===== config.mk =====
export PLATFORM = sky130hd
export DESIGN_NAME = refcounted_segment_allocator_unit_flat
export DESIGN_NICKNAME = d
export VERILOG_FILES = /design/src/sv/rsa_pkg.sv /design/src/sv/rsa_if.sv /design/src/sv/refcounted_segment_allocator_unit.sv /design/src/sv/rsa_table.sv /design/src/sv/rsa_ctrl.sv /design/src/flat_wrapper.sv
export VERILOG_INCLUDE_DIRS = /design/src /design/src/sv
export SDC_FILE = /design/constraint.sdc
export NUM_CORES = 2
export LEC_CHECK = 0
export ABC_AREA = 0
export BUFFER_PORTS_ARGS = -buffer_cell sky130_fd_sc_hd__clkbuf_2
export CAP_MARGIN = 20
export CORE_UTILIZATION = 55
export DETAILED_ROUTE_END_ITERATION = 6
export PLACE_DENSITY = 0.78
export SLEW_MARGIN = 15
export SYNTH_ARGS = -nofsm -noshare
export SYNTH_HDL_FRONTEND = slang
export SYNTH_SLANG_ARGS = --single-unit

===== constraint.sdc =====
create_clock -name clk -period 8.25 [get_ports clk]
set_input_delay 2.475 -clock clk [delete_from_list [all_inputs] [get_ports clk]]
set_output_delay 2.475 -clock clk [all_outputs]
set_load 0.05 [all_outputs]

===== src/sv/refcounted_segment_allocator_unit_defines.svh =====
// Assertion macros used by the segment allocator top level.
// Depends on nothing; included by the top level.
`ifndef REFCOUNTED_SEGMENT_ALLOCATOR_UNIT_DEFINES_SVH
`define REFCOUNTED_SEGMENT_ALLOCATOR_UNIT_DEFINES_SVH

// same-cycle implication
`define RSA_ASSERT_IMPL(lbl, ck, rn, a, c) \
	lbl: assert property (@(posedge ck) disable iff (!rn) (a) |-> (c)) \
		else $error("segment allocator check failed");

// next-cycle implication
`define RSA_ASSERT_NEXT(lbl, ck, rn, a, c) \
	lbl: assert property (@(posedge ck) disable iff (!rn) (a) |=> (c)) \
		else $error("segment allocator check failed");

`endif


===== src/sv/rsa_pkg.sv =====
// Types, constants and helpers of the segment allocator.
// No dependencies; used by every file but the defines header.
package rsa_pkg;
	localparam int MAX_SEGMENTS = 16;
	localparam int PAGE_BYTES   = 4096;
	localparam int PAGE_SHIFT   = $clog2(PAGE_BYTES);
	localparam int SLOT_W       = $clog2(MAX_SEGMENTS);
	localparam int OFF_W        = 28;

	localparam logic [1:0] KIND_ALLOC  = 2'd0;
	localparam logic [1:0] KIND_ATTACH = 2'd1;
	localparam logic [1:0] KIND_DETACH = 2'd2;

	localparam logic [1:0] ST_OK        = 2'd0;
	localparam logic [1:0] ST_NO_SPACE  = 2'd1;
	localparam logic [1:0] ST_NOT_FOUND = 2'd2;
	localparam logic [1:0] ST_FULL      = 2'd3;

	typedef logic [SLOT_W-1:0] slot_t;

	typedef struct packed {
		logic [15:0] id;
		logic [15:0] base;
		logic [16:0] count;
		logic [15:0] refs;
	} entry_t;

	// write request into the segment table
	typedef struct packed {
		logic   en;
		slot_t  addr;
		logic   set_valid;
		entry_t data;
	} tbl_wr_t;

	// byte offset of a page, low 28 bits
	function automatic logic [OFF_W-1:0] page_offset(input logic [15:0] page);
		page_offset = OFF_W'(page) << PAGE_SHIFT;
	endfunction
endpackage


===== src/sv/rsa_if.sv =====
// Channel interfaces of the segment allocator: request, result, configuration.
// Depends on rsa_pkg.
interface rsa_req_if import rsa_pkg::*; ();
	logic              valid;
	logic              ready;
	logic [1:0]        kind;
	logic [31:0]       request_bytes;
	logic [15:0]       segment_number;
	logic [OFF_W-1:0]  segment_offset;
	modport source (output valid, kind, request_bytes, segment_number, segment_offset,
		input ready);
	modport sink (input valid, kind, request_bytes, segment_number, segment_offset,
		output ready);
endinterface

interface rsa_rsp_if import rsa_pkg::*; ();
	logic              valid;
	logic              ready;
	logic [1:0]        status;
	logic [15:0]       given_id;
	logic [OFF_W-1:0]  start_offset;
	modport source (output valid, status, given_id, start_offset, input ready);
	modport sink (input valid, status, given_id, start_offset, output ready);
endinterface

interface rsa_cfg_if ();
	logic        valid;
	logic        ready;
	logic [15:0] region_pages;
	modport source (output valid, region_pages, input ready);
	modport sink (input valid, region_pages, output ready);
endinterface


===== src/sv/refcounted_segment_allocator_unit.sv =====
// Reference-counted first-fit segment allocator, top level.
// Depends on rsa_pkg, the channel interfaces, rsa_table, rsa_ctrl and the defines header.
//
// One item is handled at a time. The result waits in an output register so the
// next item can be taken meanwhile. An attach, a detach, or an allocate that finds
// the table full sweeps the 16-entry table RAM once, one read a cycle. It then
// decides and writes back, and the done state loads the result once the output
// register is free. After the decision an allocate tests the region start. If
// that fails it tests the end of each live segment in turn. Each test is another
// sweep of the table, and a live entry for a candidate is first fetched through
// the candidate request and get states. A free slot is skipped in the candidate
// request state. The new entry is written back in the commit state. A request
// that is zero sized or too big, or an unknown kind, goes straight to the done
// state without a sweep. The table is empty right after reset, with no clearing
// pass.
`include "refcounted_segment_allocator_unit_defines.svh"

module refcounted_segment_allocator_unit import rsa_pkg::*; (
	input  logic       clk,
	input  logic       arst_n,
	rsa_req_if.sink    req,
	rsa_rsp_if.source  rsp,
	rsa_cfg_if.sink    cfg
);
	slot_t                   rd_addr;
	entry_t                  rd_data;
	tbl_wr_t                 wr;
	logic [MAX_SEGMENTS-1:0] valid;

	rsa_table u_table (
		.clk     (clk),
		.arst_n  (arst_n),
		.rd_addr (rd_addr),
		.rd_data (rd_data),
		.wr      (wr),
		.valid   (valid)
	);

	rsa_ctrl u_ctrl (
		.clk     (clk),
		.arst_n  (arst_n),
		.req     (req),
		.rsp     (rsp),
		.cfg     (cfg),
		.rd_addr (rd_addr),
		.rd_data (rd_data),
		.wr      (wr),
		.valid   (valid)
	);

	// table writes only while an item is in progress
	`RSA_ASSERT_IMPL(a_wr_busy, clk, arst_n, wr.en, !req.ready)
	// never two write-backs back to back
	`RSA_ASSERT_NEXT(a_wr_once, clk, arst_n, wr.en, !wr.en)
	// an accepted item makes the block busy
	`RSA_ASSERT_NEXT(a_acc_busy, clk, arst_n, req.valid && req.ready, !req.ready)
endmodule


===== src/sv/rsa_table.sv =====
// Segment table: entry RAM with registered read, plus valid flops.
// Depends on rsa_pkg.
module rsa_table import rsa_pkg::*; (
	input  logic                    clk,
	input  logic                    arst_n,
	input  slot_t                   rd_addr,
	output entry_t                  rd_data,
	input  tbl_wr_t                 wr,
	output logic [MAX_SEGMENTS-1:0] valid
);
	entry_t                  mem [MAX_SEGMENTS];
	logic [MAX_SEGMENTS-1:0] valid_q;

	// entry RAM, read data registered
	always_ff @(posedge clk) begin
		if (wr.en) begin
			mem[wr.addr] <= wr.data;
		end
		rd_data <= mem[rd_addr];
	end

	// valid bits, cleared at reset
	always_ff @(posedge clk or negedge arst_n) begin
		if (!arst_n) begin
			valid_q <= '0;
		end else if (wr.en) begin
			valid_q[wr.addr] <= wr.set_valid;
		end
	end

	assign valid = valid_q;
endmodule


===== src/sv/rsa_ctrl.sv =====
// Request sequencer: sweeps the table, decides, writes back, holds the result.
// Depends on rsa_pkg and the channel interfaces.
module rsa_ctrl import rsa_pkg::*; (
	input  logic                    clk,
	input  logic                    arst_n,
	rsa_req_if.sink                 req,
	rsa_rsp_if.source               rsp,
	rsa_cfg_if.sink                 cfg,
	output slot_t                   rd_addr,
	input  entry_t                  rd_data,
	output tbl_wr_t                 wr,
	input  logic [MAX_SEGMENTS-1:0] valid
);
	typedef enum logic [7:0] {
		S_IDLE   = 8'b0000_0001,
		S_SCAN   = 8'b0000_0010,
		S_DECIDE = 8'b0000_0100,
		S_CREQ   = 8'b0000_1000,
		S_CGET   = 8'b0001_0000,
		S_FIT    = 8'b0010_0000,
		S_COMMIT = 8'b0100_0000,
		S_DONE   = 8'b1000_0000
	} state_t;

	localparam int CNT_W = SLOT_W + 1;
	localparam logic [CNT_W-1:0] CNT_END = CNT_W'(MAX_SEGMENTS);

	state_t            state_q;
	logic [15:0]       region_q;
	logic [1:0]        kind_q;
	logic [16:0]       pages_q;
	logic [15:0]       num_q;
	logic [OFF_W-1:0]  off_q;
	logic [CNT_W-1:0]  cnt_q;
	logic              sv_s1;
	slot_t             sidx_s1;
	logic              any_q;
	logic [15:0]       max_q;
	logic              hit_q;
	slot_t             hit_slot_q;
	entry_t            hit_ent_q;
	slot_t             free_q;
	logic [CNT_W-1:0]  k_q;
	logic              best_q;
	logic [15:0]       best_id_q;
	logic [15:0]       best_base_q;
	logic [17:0]       cand_q;
	logic [15:0]       cid_q;
	logic              fit_q;
	logic [1:0]        res_status_q;
	logic [15:0]       res_id_q;
	logic [OFF_W-1:0]  res_off_q;
	logic              out_valid_q;
	logic [1:0]        out_status_q;
	logic [15:0]       out_id_q;
	logic [OFF_W-1:0]  out_off_q;

	logic              accept;
	logic [32:0]       pages_in;
	logic              free_any;
	slot_t             free_slot;
	logic [CNT_W-1:0]  k_m1;
	logic              sweep_last;
	logic              match;
	logic [17:0]       seg_end;
	logic [18:0]       cand_top;
	logic              fit_next;
	logic [17:0]       cget_end;
	logic [15:0]       refs_dec;

	// configuration register, always ready
	assign cfg.ready = 1'b1;
	always_ff @(posedge clk or negedge arst_n) begin
		if (!arst_n) begin
			region_q <= '0;
		end else if (cfg.valid) begin
			region_q <= cfg.region_pages;
		end
	end

	assign req.ready = (state_q == S_IDLE);
	assign accept    = req.valid && req.ready;

	// byte size rounded up to pages
	assign pages_in = 33'(req.request_bytes >> PAGE_SHIFT)
		+ 33'(|(req.request_bytes & 32'(PAGE_BYTES - 1)));

	// lowest free slot
	always_comb begin
		free_any  = 1'b0;
		free_slot = '0;
		for (int i = MAX_SEGMENTS - 1; i >= 0; i--) begin
			if (!valid[i]) begin
				free_any  = 1'b1;
				free_slot = SLOT_W'(i);
			end
		end
	end

	// table read address: sweep counter, or one candidate entry
	assign k_m1    = k_q - 1'b1;
	assign rd_addr = (state_q == S_CREQ) ? k_m1[SLOT_W-1:0] : cnt_q[SLOT_W-1:0];

	assign sweep_last = sv_s1 && (sidx_s1 == SLOT_W'(MAX_SEGMENTS - 1));

	// lookup match during the scan sweep
	assign match = valid[sidx_s1] && ((kind_q == KIND_ATTACH) ? (rd_data.id == num_q)
		: (page_offset(rd_data.base) == off_q));

	// overlap of the current candidate with the swept entry
	assign seg_end  = 18'(rd_data.base) + 18'(rd_data.count);
	assign cand_top = 19'(cand_q) + 19'(pages_q);
	assign fit_next = fit_q && !(sv_s1 && valid[sidx_s1]
		&& (cand_top > 19'(rd_data.base)) && (19'(cand_q) < 19'(seg_end)));
	assign cget_end = 18'(rd_data.base) + 18'(rd_data.count);

	assign refs_dec = (hit_ent_q.refs == 16'd0) ? 16'd0 : hit_ent_q.refs - 16'd1;

	// table write-back
	always_comb begin
		wr = '0;
		unique case (state_q)
			S_DECIDE: begin
				if (hit_q && kind_q == KIND_ATTACH) begin
					wr.en        = 1'b1;
					wr.addr      = hit_slot_q;
					wr.set_valid = 1'b1;
					wr.data      = hit_ent_q;
					if (hit_ent_q.refs != 16'hFFFF) begin
						wr.data.refs = hit_ent_q.refs + 16'd1;
					end
				end else if (hit_q && kind_q == KIND_DETACH) begin
					wr.en   = 1'b1;
					wr.addr = hit_slot_q;
					if (refs_dec != 16'd0) begin
						wr.set_valid = 1'b1;
						wr.data      = hit_ent_q;
						wr.data.refs = refs_dec;
					end
				end
			end
			S_COMMIT: begin
				wr.en         = 1'b1;
				wr.addr       = free_q;
				wr.set_valid  = 1'b1;
				wr.data.id    = any_q ? max_q + 16'd1 : 16'd0;
				wr.data.base  = best_base_q;
				wr.data.count = pages_q;
				wr.data.refs  = 16'd0;
			end
			S_IDLE, S_SCAN, S_CREQ, S_CGET, S_FIT, S_DONE: begin
			end
			default: begin
			end
		endcase
	end

	// sequencer
	always_ff @(posedge clk or negedge arst_n) begin
		if (!arst_n) begin
			state_q <= S_IDLE;
			sv_s1   <= 1'b0;
			cnt_q   <= '0;
			k_q     <= '0;
			best_q  <= 1'b0;
			any_q   <= 1'b0;
			hit_q   <= 1'b0;
			fit_q   <= 1'b0;
		end else begin
			// sweep pipeline: issue one read a cycle, look at it the next
			sv_s1 <= 1'b0;
			if ((state_q == S_SCAN || state_q == S_FIT) && cnt_q != CNT_END) begin
				sv_s1   <= 1'b1;
				sidx_s1 <= cnt_q[SLOT_W-1:0];
				cnt_q   <= cnt_q + 1'b1;
			end
			unique case (state_q)
				S_IDLE: begin
					if (accept) begin
						kind_q       <= req.kind;
						pages_q      <= pages_in[16:0];
						num_q        <= req.segment_number;
						off_q        <= req.segment_offset;
						any_q        <= 1'b0;
						max_q        <= '0;
						hit_q        <= 1'b0;
						best_q       <= 1'b0;
						cnt_q        <= '0;
						res_status_q <= ST_OK;
						res_id_q     <= '0;
						res_off_q    <= '0;
						if (req.kind == KIND_ALLOC && (pages_in == 33'd0
								|| pages_in > 33'(region_q))) begin
							res_status_q <= ST_NO_SPACE;
							state_q      <= S_DONE;
						end else if (req.kind != KIND_ALLOC && req.kind != KIND_ATTACH
								&& req.kind != KIND_DETACH) begin
							res_status_q <= ST_NOT_FOUND;
							state_q      <= S_DONE;
						end else begin
							state_q <= S_SCAN;
						end
					end
				end
				S_SCAN: begin
					if (sv_s1 && valid[sidx_s1]) begin
						any_q <= 1'b1;
						if (!any_q || rd_data.id > max_q) begin
							max_q <= rd_data.id;
						end
						if (match && (!hit_q || rd_data.id < hit_ent_q.id)) begin
							hit_q      <= 1'b1;
							hit_slot_q <= sidx_s1;
							hit_ent_q  <= rd_data;
						end
					end
					if (sweep_last) begin
						state_q <= S_DECIDE;
					end
				end
				S_DECIDE: begin
					state_q <= S_DONE;
					if (kind_q == KIND_ALLOC) begin
						if (!free_any || (any_q && max_q == 16'hFFFF)) begin
							res_status_q <= ST_FULL;
						end else begin
							free_q  <= free_slot;
							k_q     <= '0;
							cand_q  <= '0;
							fit_q   <= 1'b1;
							cnt_q   <= '0;
							state_q <= S_FIT;
						end
					end else if (!hit_q) begin
						res_status_q <= ST_NOT_FOUND;
					end else if (kind_q == KIND_ATTACH) begin
						res_off_q <= page_offset(hit_ent_q.base);
					end
				end
				S_CREQ: begin
					if (valid[k_m1[SLOT_W-1:0]]) begin
						state_q <= S_CGET;
					end else if (k_q == CNT_END) begin
						if (best_q) begin
							state_q <= S_COMMIT;
						end else begin
							res_status_q <= ST_NO_SPACE;
							state_q      <= S_DONE;
						end
					end else begin
						k_q <= k_q + 1'b1;
					end
				end
				S_CGET: begin
					if (best_q && rd_data.id > best_id_q) begin
						if (k_q == CNT_END) begin
							state_q <= S_COMMIT;
						end else begin
							k_q     <= k_q + 1'b1;
							state_q <= S_CREQ;
						end
					end else begin
						cand_q  <= cget_end;
						cid_q   <= rd_data.id;
						fit_q   <= (19'(cget_end) + 19'(pages_q)) <= 19'(region_q);
						cnt_q   <= '0;
						state_q <= S_FIT;
					end
				end
				S_FIT: begin
					fit_q <= fit_next;
					if (sweep_last) begin
						if (k_q == '0) begin
							if (fit_next) begin
								best_base_q <= '0;
								state_q     <= S_COMMIT;
							end else begin
								k_q     <= CNT_W'(1);
								state_q <= S_CREQ;
							end
						end else begin
							if (fit_next) begin
								best_q      <= 1'b1;
								best_id_q   <= cid_q;
								best_base_q <= cand_q[15:0];
							end
							if (k_q != CNT_END) begin
								k_q     <= k_q + 1'b1;
								state_q <= S_CREQ;
							end else if (best_q || fit_next) begin
								state_q <= S_COMMIT;
							end else begin
								res_status_q <= ST_NO_SPACE;
								state_q      <= S_DONE;
							end
						end
					end
				end
				S_COMMIT: begin
					res_status_q <= ST_OK;
					res_id_q     <= any_q ? max_q + 16'd1 : 16'd0;
					res_off_q    <= page_offset(best_base_q);
					state_q      <= S_DONE;
				end
				S_DONE: begin
					if (!out_valid_q || rsp.ready) begin
						state_q <= S_IDLE;
					end
				end
				default: begin
					state_q <= S_IDLE;
				end
			endcase
		end
	end

	// output register
	always_ff @(posedge clk or negedge arst_n) begin
		if (!arst_n) begin
			out_valid_q <= 1'b0;
		end else if (state_q == S_DONE && (!out_valid_q || rsp.ready)) begin
			out_valid_q <= 1'b1;
		end else if (rsp.ready) begin
			out_valid_q <= 1'b0;
		end
	end

	always_ff @(posedge clk) begin
		if (state_q == S_DONE && (!out_valid_q || rsp.ready)) begin
			out_status_q <= res_status_q;
			out_id_q     <= res_id_q;
			out_off_q    <= res_off_q;
		end
	end

	assign rsp.valid        = out_valid_q;
	assign rsp.status       = out_status_q;
	assign rsp.given_id     = out_id_q;
	assign rsp.start_offset = out_off_q;
endmodule


===== src/flat_wrapper.sv =====
// flat-port wrapper written by rule: the top's interface ports become plain ports
module refcounted_segment_allocator_unit_flat import rsa_pkg::*;
  (clk, arst_n, req_valid, req_kind, req_request_bytes, req_segment_number, req_segment_offset, req_ready, rsp_valid, rsp_status, rsp_given_id, rsp_start_offset, rsp_ready, cfg_valid, cfg_region_pages, cfg_ready);
  rsa_req_if req_i ();
  rsa_rsp_if rsp_i ();
  rsa_cfg_if cfg_i ();
  input  logic clk;
  input  logic arst_n;
  input wire logic [$bits(req_i.valid)-1:0] req_valid;
  input wire logic [$bits(req_i.kind)-1:0] req_kind;
  input wire logic [$bits(req_i.request_bytes)-1:0] req_request_bytes;
  input wire logic [$bits(req_i.segment_number)-1:0] req_segment_number;
  input wire logic [$bits(req_i.segment_offset)-1:0] req_segment_offset;
  output wire logic [$bits(req_i.ready)-1:0] req_ready;
  output wire logic [$bits(rsp_i.valid)-1:0] rsp_valid;
  output wire logic [$bits(rsp_i.status)-1:0] rsp_status;
  output wire logic [$bits(rsp_i.given_id)-1:0] rsp_given_id;
  output wire logic [$bits(rsp_i.start_offset)-1:0] rsp_start_offset;
  input wire logic [$bits(rsp_i.ready)-1:0] rsp_ready;
  input wire logic [$bits(cfg_i.valid)-1:0] cfg_valid;
  input wire logic [$bits(cfg_i.region_pages)-1:0] cfg_region_pages;
  output wire logic [$bits(cfg_i.ready)-1:0] cfg_ready;
  assign req_i.valid = req_valid;
  assign req_i.kind = req_kind;
  assign req_i.request_bytes = req_request_bytes;
  assign req_i.segment_number = req_segment_number;
  assign req_i.segment_offset = req_segment_offset;
  assign req_ready = req_i.ready;
  assign rsp_valid = rsp_i.valid;
  assign rsp_status = rsp_i.status;
  assign rsp_given_id = rsp_i.given_id;
  assign rsp_start_offset = rsp_i.start_offset;
  assign rsp_i.ready = rsp_ready;
  assign cfg_i.valid = cfg_valid;
  assign cfg_i.region_pages = cfg_region_pages;
  assign cfg_ready = cfg_i.ready;
  refcounted_segment_allocator_unit u_core (.clk(clk), .arst_n(arst_n), .req(req_i), .rsp(rsp_i), .cfg(cfg_i));
endmodule

* Word level (Yosys, flattened, before mapping) *
Memory sizes are Yosys's and may differ from the RTL's. A register that Yosys moved wholly into a read port is not among the register bits.
Cells that the tools add are included.

storage, ports and cells
  memories kept = 1
  bits in writable memories = 1,040
  logic and storage cells = 306
  output and inout bits = 49
  bits in registers = 370
  input port bits = 99

cells by class
  $lt $le $gt $ge = 11
  bitwise logic cells = 3
  add/sub/neg operators = 10
  multiplexer cells = 131
  equality and inequality tests = 46
  reductions and logical operators = 68

memories
  name                depth  width  read ports  clocked after memory_dff  wr ports  line             text
  u_core.u_table.mem  16     65     1           1                         1         rsa_table.sv:11  entry_t mem [MAX_SEGMENTS];

operators with widths
  cell                   number
  $mux 16                9
  $mux 71                2
  $pmux 71 s2            1
  $mux 8                 15
  $mux 28                4
  $pmux 28 s3            1
  $mux 5                 14
  $mux 66                1
  $pmux 16 s2            2
  $pmux 8 s8             1
  $mux 18                3
  $add 18x17->19         2
  $mux 1                 36
  $mux 4                 9
  $pmux 18 s2            1
  $ne 2x2->1 const B     17
  $logic_not 33->1       1
  $add 16x1->16 const B  2
  $gt 16x16->1           2
  $mux 2                 15
  $eq 28x28->1           1
  $reduce_and 5->1       5
  $reduce_and 4->1       6
  $add 20x1->21          1
  other kinds (58)       118

* Logic depth before layout (Yosys ltp) *
  word-level depth = 21
  depth in mapped cells = 27

* Modules after synthesis *
A second synthesis with hierarchy kept.

second synthesis, totals
  cells, all modules = 3,461
  area total of the unflattened synthesis = 60,237.8 um2

modules (own cells, without submodules)
  module     instances  area an instance (um2)  seq. area each (um2)  cells an instance
  rsa_table  1          40,835.4                32,931.6              1,706
  rsa_ctrl   1          19,402.4                9,710.6               1,755

* Worst setup path before layout *
Ideal clock, no wire load.

  kind = input to register
  start point = in arst_n
  end point = reg u_core.u_ctrl.hit_ent_q[0] (netlist name), enable pin
  cell stages on the path = 2
  slack = 0.011 ns
  data required time = 7.651 ns
  buffers on the path = 0
  data arrival time = 7.641 ns
  path through = inv_1 a211oi_1

on the way
  word-level cells in the longest chain between the ends = 1

ends and longest elaborated chain
  element                     line               text
  from (decl)                 flat_wrapper.sv:8  input logic arst_n;
  $reduce_and 4->1 (no line)  -
  to (signal assigned)        rsa_ctrl.sv:214    hit_ent_q <= rd_data;
  to (decl)                   rsa_ctrl.sv:41     entry_t hit_ent_q;

Every way passes these cells.
A chain may end at the register's enable or synchronous reset.

* Final worst setup path *
  start point = reg u_core.u_ctrl.pages_q[0]
  end point = reg u_core.u_ctrl.best_base_q[11], enable pin

on the way
  word-level cells in the longest chain between the ends = 7

ends and longest elaborated chain
  element                         line             text
  from (decl)                     rsa_ctrl.sv:31   logic [16:0] pages_q;
  from (signal assigned)          rsa_ctrl.sv:181  pages_q <= pages_in[16:0];
  $add 18x17->19                  rsa_ctrl.sv:112  assign cand_top = 19'(cand_q) + 19'(pages_q);
  $gt 19x16->1                    rsa_ctrl.sv:114  && (cand_top > 19'(rd_data.base)) && (19'(cand_q) < 19'(seg_end)));
  $logic_and 1x1->1 (2 in a row)  rsa_ctrl.sv:114
  $logic_not 1->1                 rsa_ctrl.sv:113  assign fit_next = fit_q && !(sv_s1 && valid[sidx_s1]
  $logic_and 1x1->1               rsa_ctrl.sv:113
  $reduce_and 4->1 (no line)      -
  to (signal assigned)            rsa_ctrl.sv:285  best_base_q <= cand_q[15:0];
  to (decl)                       rsa_ctrl.sv:46   logic [15:0] best_base_q;

Every way passes these cells.

==> impl_metrics.toml <==
[worst_setup_path]
worstPathArrival_ns = 6.48
crit_family = "compound AO/OA/AOI/OAI gates"
cp_data_required_time_ns = 8.68
critPathCaptureType = "flop"
max_stage_delay_ns = 0.58
cp_slowest_cell = "a211oi_1"
worst-path-buf-inv = 1
path_class = "reg2reg"
critical_path.max_fanout = 16
crit_path_cell_trace = "ha_1 > fa_1 > a211oi_1 > o211ai_1 > a31oi_1 > nor2b_1 > nor2_1 > o21bai_1 > a21oi_1 > xnor2_1 > ha_1 > and2_1 > nand4_1 > or4b_1 > a22o_1 > nor4b_1 > o2111ai_1 > a211oi_1 > nand2_1 > nor2_1 > buf_4"
critPathLaunchType = "flop"

[pwr]
p_per_area_nw_per_um2 = 290
p_leak_uw = 0.0233
peakVddDrop_v = 0.000253

[yosys]
ys_warn_count = 0
synth_edf_count = 1330
synth_area_um2 = 62400
syn_avg_cell_area_um2 = 13.2
synth-async-reset-ratio = 0.0386
synth_cell_types = 85
ys_ff_latch = 1451
postSynthCellCount = 4717
seq_area_frac_synth = 0.683
synthFlopType = "edfxtp_1"

[sta]
timing.setup.tns_ns = 0
slew_viol_final = 0
finalHoldViolCount = 0
max_slew_margin = 0.230
fin_skew_ns = 0.0320
post-route-min-period_ns = 6.05
setup_ws_ns = 2.20
max_freq_mhz = 165
tightest_slew_ns = 1.15
setup_viol = 0
min_period_over_period = 0.733
rsz0062_at_grt = "false"

[floorplan]
core_area_um2 = 112000
die_x_um = 339
chipHeight_um = 339
initial_core_util = 0.555
io_pins = 148
dieArea_um2 = 115000
std_cell_rows = 123

[place]
gp_congestion = 0.924
hpwl_um = 89200
place_inst = 6185
pre_cts_ws_ns = 2.02
postPlaceCellArea_um2 = 64900
port_buffers = 134

[cts]
root_buffer = "clkbuf_16"
cts_resized = 0
cts_setup_buffers = 0
cts_tree = "yes"
hold_buffers = 0
cts.clk_slew.worst_paths_ns = 0.06
cts_max_path_buffers = 3
cts.sinks = 1451
numCtsBuffers = 143
clock_latency_ns = 0.77
cts_htree_levels = 4

[layout]
n_antenna_cell = 0
syn_to_final_growth_pct = 11.8
drive_gt1_frac = 0.106
fin_util = 0.621
final_area_um2 = 69800
layoutNonFillerInstCount = 6458
nNetsFinal = 5113

[grt]
grt_pass1_wl_um = 232000
antenna_found_initial = 3
grt_start_max_net_pins = 192
grt_pass1_vias = 39076
gr-total-overflow = 0
grt.total_usage = 0.264

[outcome]
status = "finished, violations left"
failed_checks = "design-rule violations"

[route]
vias_per_cell = 6.25
avgRoutedWirePerCell_um = 23.8
drc = 1
antenna_left = 0
firstDrtPassIters = 7
drtIter0Drc = 4582
wl_um = 154000
vias = 40346

[worst_hold_path]
worstHoldPathType = "reg2reg"

[run]
drv_cap = 0
==> where the power goes <==
part,switching (uW),internal [uW],total (uW),leakage [uW]
Sequential,221,8220,8440,0.0121
Combinational,3250,1960,5200,0.00889
Clock,2770,3830,6600,0.00233
Total,6240,14000,20200,0.0233
==> path summary, 6_finish.rpt <==
kind                                       startpoint                             to  slack (ns)  depth (start not counted)
hold reg to reg            u_core.u_table.rd_data[14]    u_core.u_ctrl.hit_ent_q[14]        0.39                          0
hold / removal             u_core.u_table.rd_data[14]    u_core.u_ctrl.hit_ent_q[14]        0.39                          0
max in group asynchronous                      arst_n      u_core.u_ctrl.region_q[1]        5.69                          3
min in group asynchronous                      arst_n           u_core.u_ctrl.best_q        1.72                          2
setup / recovery             u_core.u_ctrl.pages_q[0]  u_core.u_ctrl.best_base_q[11]        2.20                         21
setup reg to reg             u_core.u_ctrl.pages_q[0]  u_core.u_ctrl.best_base_q[11]        2.20                         21
==> cells in the mapped netlist, types with 65 or more instances <==
| master | number | share of area |
|---|---|---|
| edfxtp_1 | 1330 | 0.64 |
| nand2_1 | 678 | 0.041 |
| a211oi_1 | 349 | 0.042 |
| a21oi_1 | 217 | 0.017 |
| and2_0 | 198 | 0.020 |
| ha_1 | 173 | 0.035 |
| clkbuf_1 | 168 | 0.010 |
| a31oi_1 | 155 | 0.016 |
| nor2_1 | 144 | 0.0087 |
| inv_1 | 136 | 0.0082 |
| a311oi_1 | 135 | 0.019 |
| o21ai_0 | 114 | 0.0091 |
| and2_1 | 102 | 0.010 |
| xnor2_1 | 87 | 0.012 |
| buf_2 | 84 | 0.0067 |
| dfxtp_1 | 65 | 0.021 |
==> sequential cells by signal (all words and copies together), names as in the netlist, 5 cells and up <==
| name | flops |
|---|---|
| u_core.u_ctrl.best_base_q | 16 |
| u_core.u_ctrl.best_id_q | 16 |
| u_core.u_ctrl.cand_q | 18 |
| u_core.u_ctrl.cid_q | 16 |
| u_core.u_ctrl.cnt_q | 5 |
| u_core.u_ctrl.hit_ent_q | 65 |
| u_core.u_ctrl.k_q | 5 |
| u_core.u_ctrl.max_q | 16 |
| u_core.u_ctrl.num_q | 16 |
| u_core.u_ctrl.off_q | 28 |
| u_core.u_ctrl.pages_q | 17 |
| u_core.u_ctrl.region_q | 16 |
| u_core.u_ctrl.res_id_q | 16 |
| u_core.u_ctrl.res_off_q | 16 |
| u_core.u_ctrl.rsp.given_id | 16 |
| u_core.u_ctrl.rsp.start_offset | 16 |
| u_core.u_ctrl.state_q | 8 |
| u_core.u_table.mem | 1040 |
| u_core.u_table.rd_data | 65 |
| u_core.u_table.valid | 16 |
==> cell usage in the layout, fill, tap and decap left out, types with 14 or more instances in the layout <==
master     synthesis  routed
edfxtp_1        1330    1330
nand2_1          678     678
a211oi_1         349     346
a21oi_1          217     215
and2_0           198     198
ha_1             173     173
a31oi_1          155     154
clkbuf_16          0     144
inv_1            136     136
a311oi_1         135     135
clkbuf_2           0     133
nor2_1           144     127
o21ai_0          114     111
and2_1           102     102
buf_4             15      93
xnor2_1           87      87
dfxtp_1           65      65
nand3_1           57      57
dfrtp_1           55      55
nand4_1           39      39
clkbuf_1         168      39
nor3_1            38      36
a21o_1            31      31
xor2_1            29      29
nand2b_1          25      25
nor2b_1           23      22
and3_1            21      21
clkinv_1           0      19
nor2_4             0      17
a22o_1            17      17
clkinv_2           0      16
clkbuf_8           0      15
o21a_1            15      14
nor4_1            14      14
bufinv_16          0      14
==> area by class of cell <==
class / instances / area [um2]
clock buffers: 198 / 3960
multi-input cells: 2865 / 18400
fillers: 8006 / 42700
well taps: 1500 / 1880
flip-flops and latches: 1451 / 42600
repair buffers: 240 / 1550
inverters: 137 / 514
clock inverters: 67 / 872
==> metrics by stage <==
| stage | total power [uW] | hold slack [ns] |
|---|---|---|
| after floorplan | 12400 | 0.386 |
| after global placement | 13500 | 0.387 |
| after detailed placement | 13700 | 0.391 |
| after CTS | 20300 | 0.397 |
| after global routing | 21200 | 0.398 |
| final | 20200 | 0.392 |
==> layer usage <==
metal	vias up	wire, um	GRT usage
met5	-	0	0
met4	0	5430	0.101
met3	359	14200	0.0427
met2	2026	72600	0.421
met1	19841	61400	0.365
li1	18120	-	-
==> worst register-to-register path, delay by kind of cell, from the launching register on <==
family | cells | cell delay, ns
simple gates | 8 | 1.67
buf+inv | 1 | 0.30
fa+ha+maj | 3 | 0.96
flops | 1 | 0.43
xor+xnor | 1 | 0.09
compound gates | 8 | 2.28
==> cells by family (layout without fill, tap and decap cells) <==
logic type,count (synthesis),after routing,synth area share
fa+ha+maj,176,176,0.0356
xor+xnor,116,116,0.0163
simple gates,1399,1399,0.107
flops,1451,1451,0.683
other cells,2,13,0.000120
buf+inv,412,642,0.0273
compound gates,1135,1135,0.124
mux,26,26,0.00659
(Power assumes the default switching activity.)
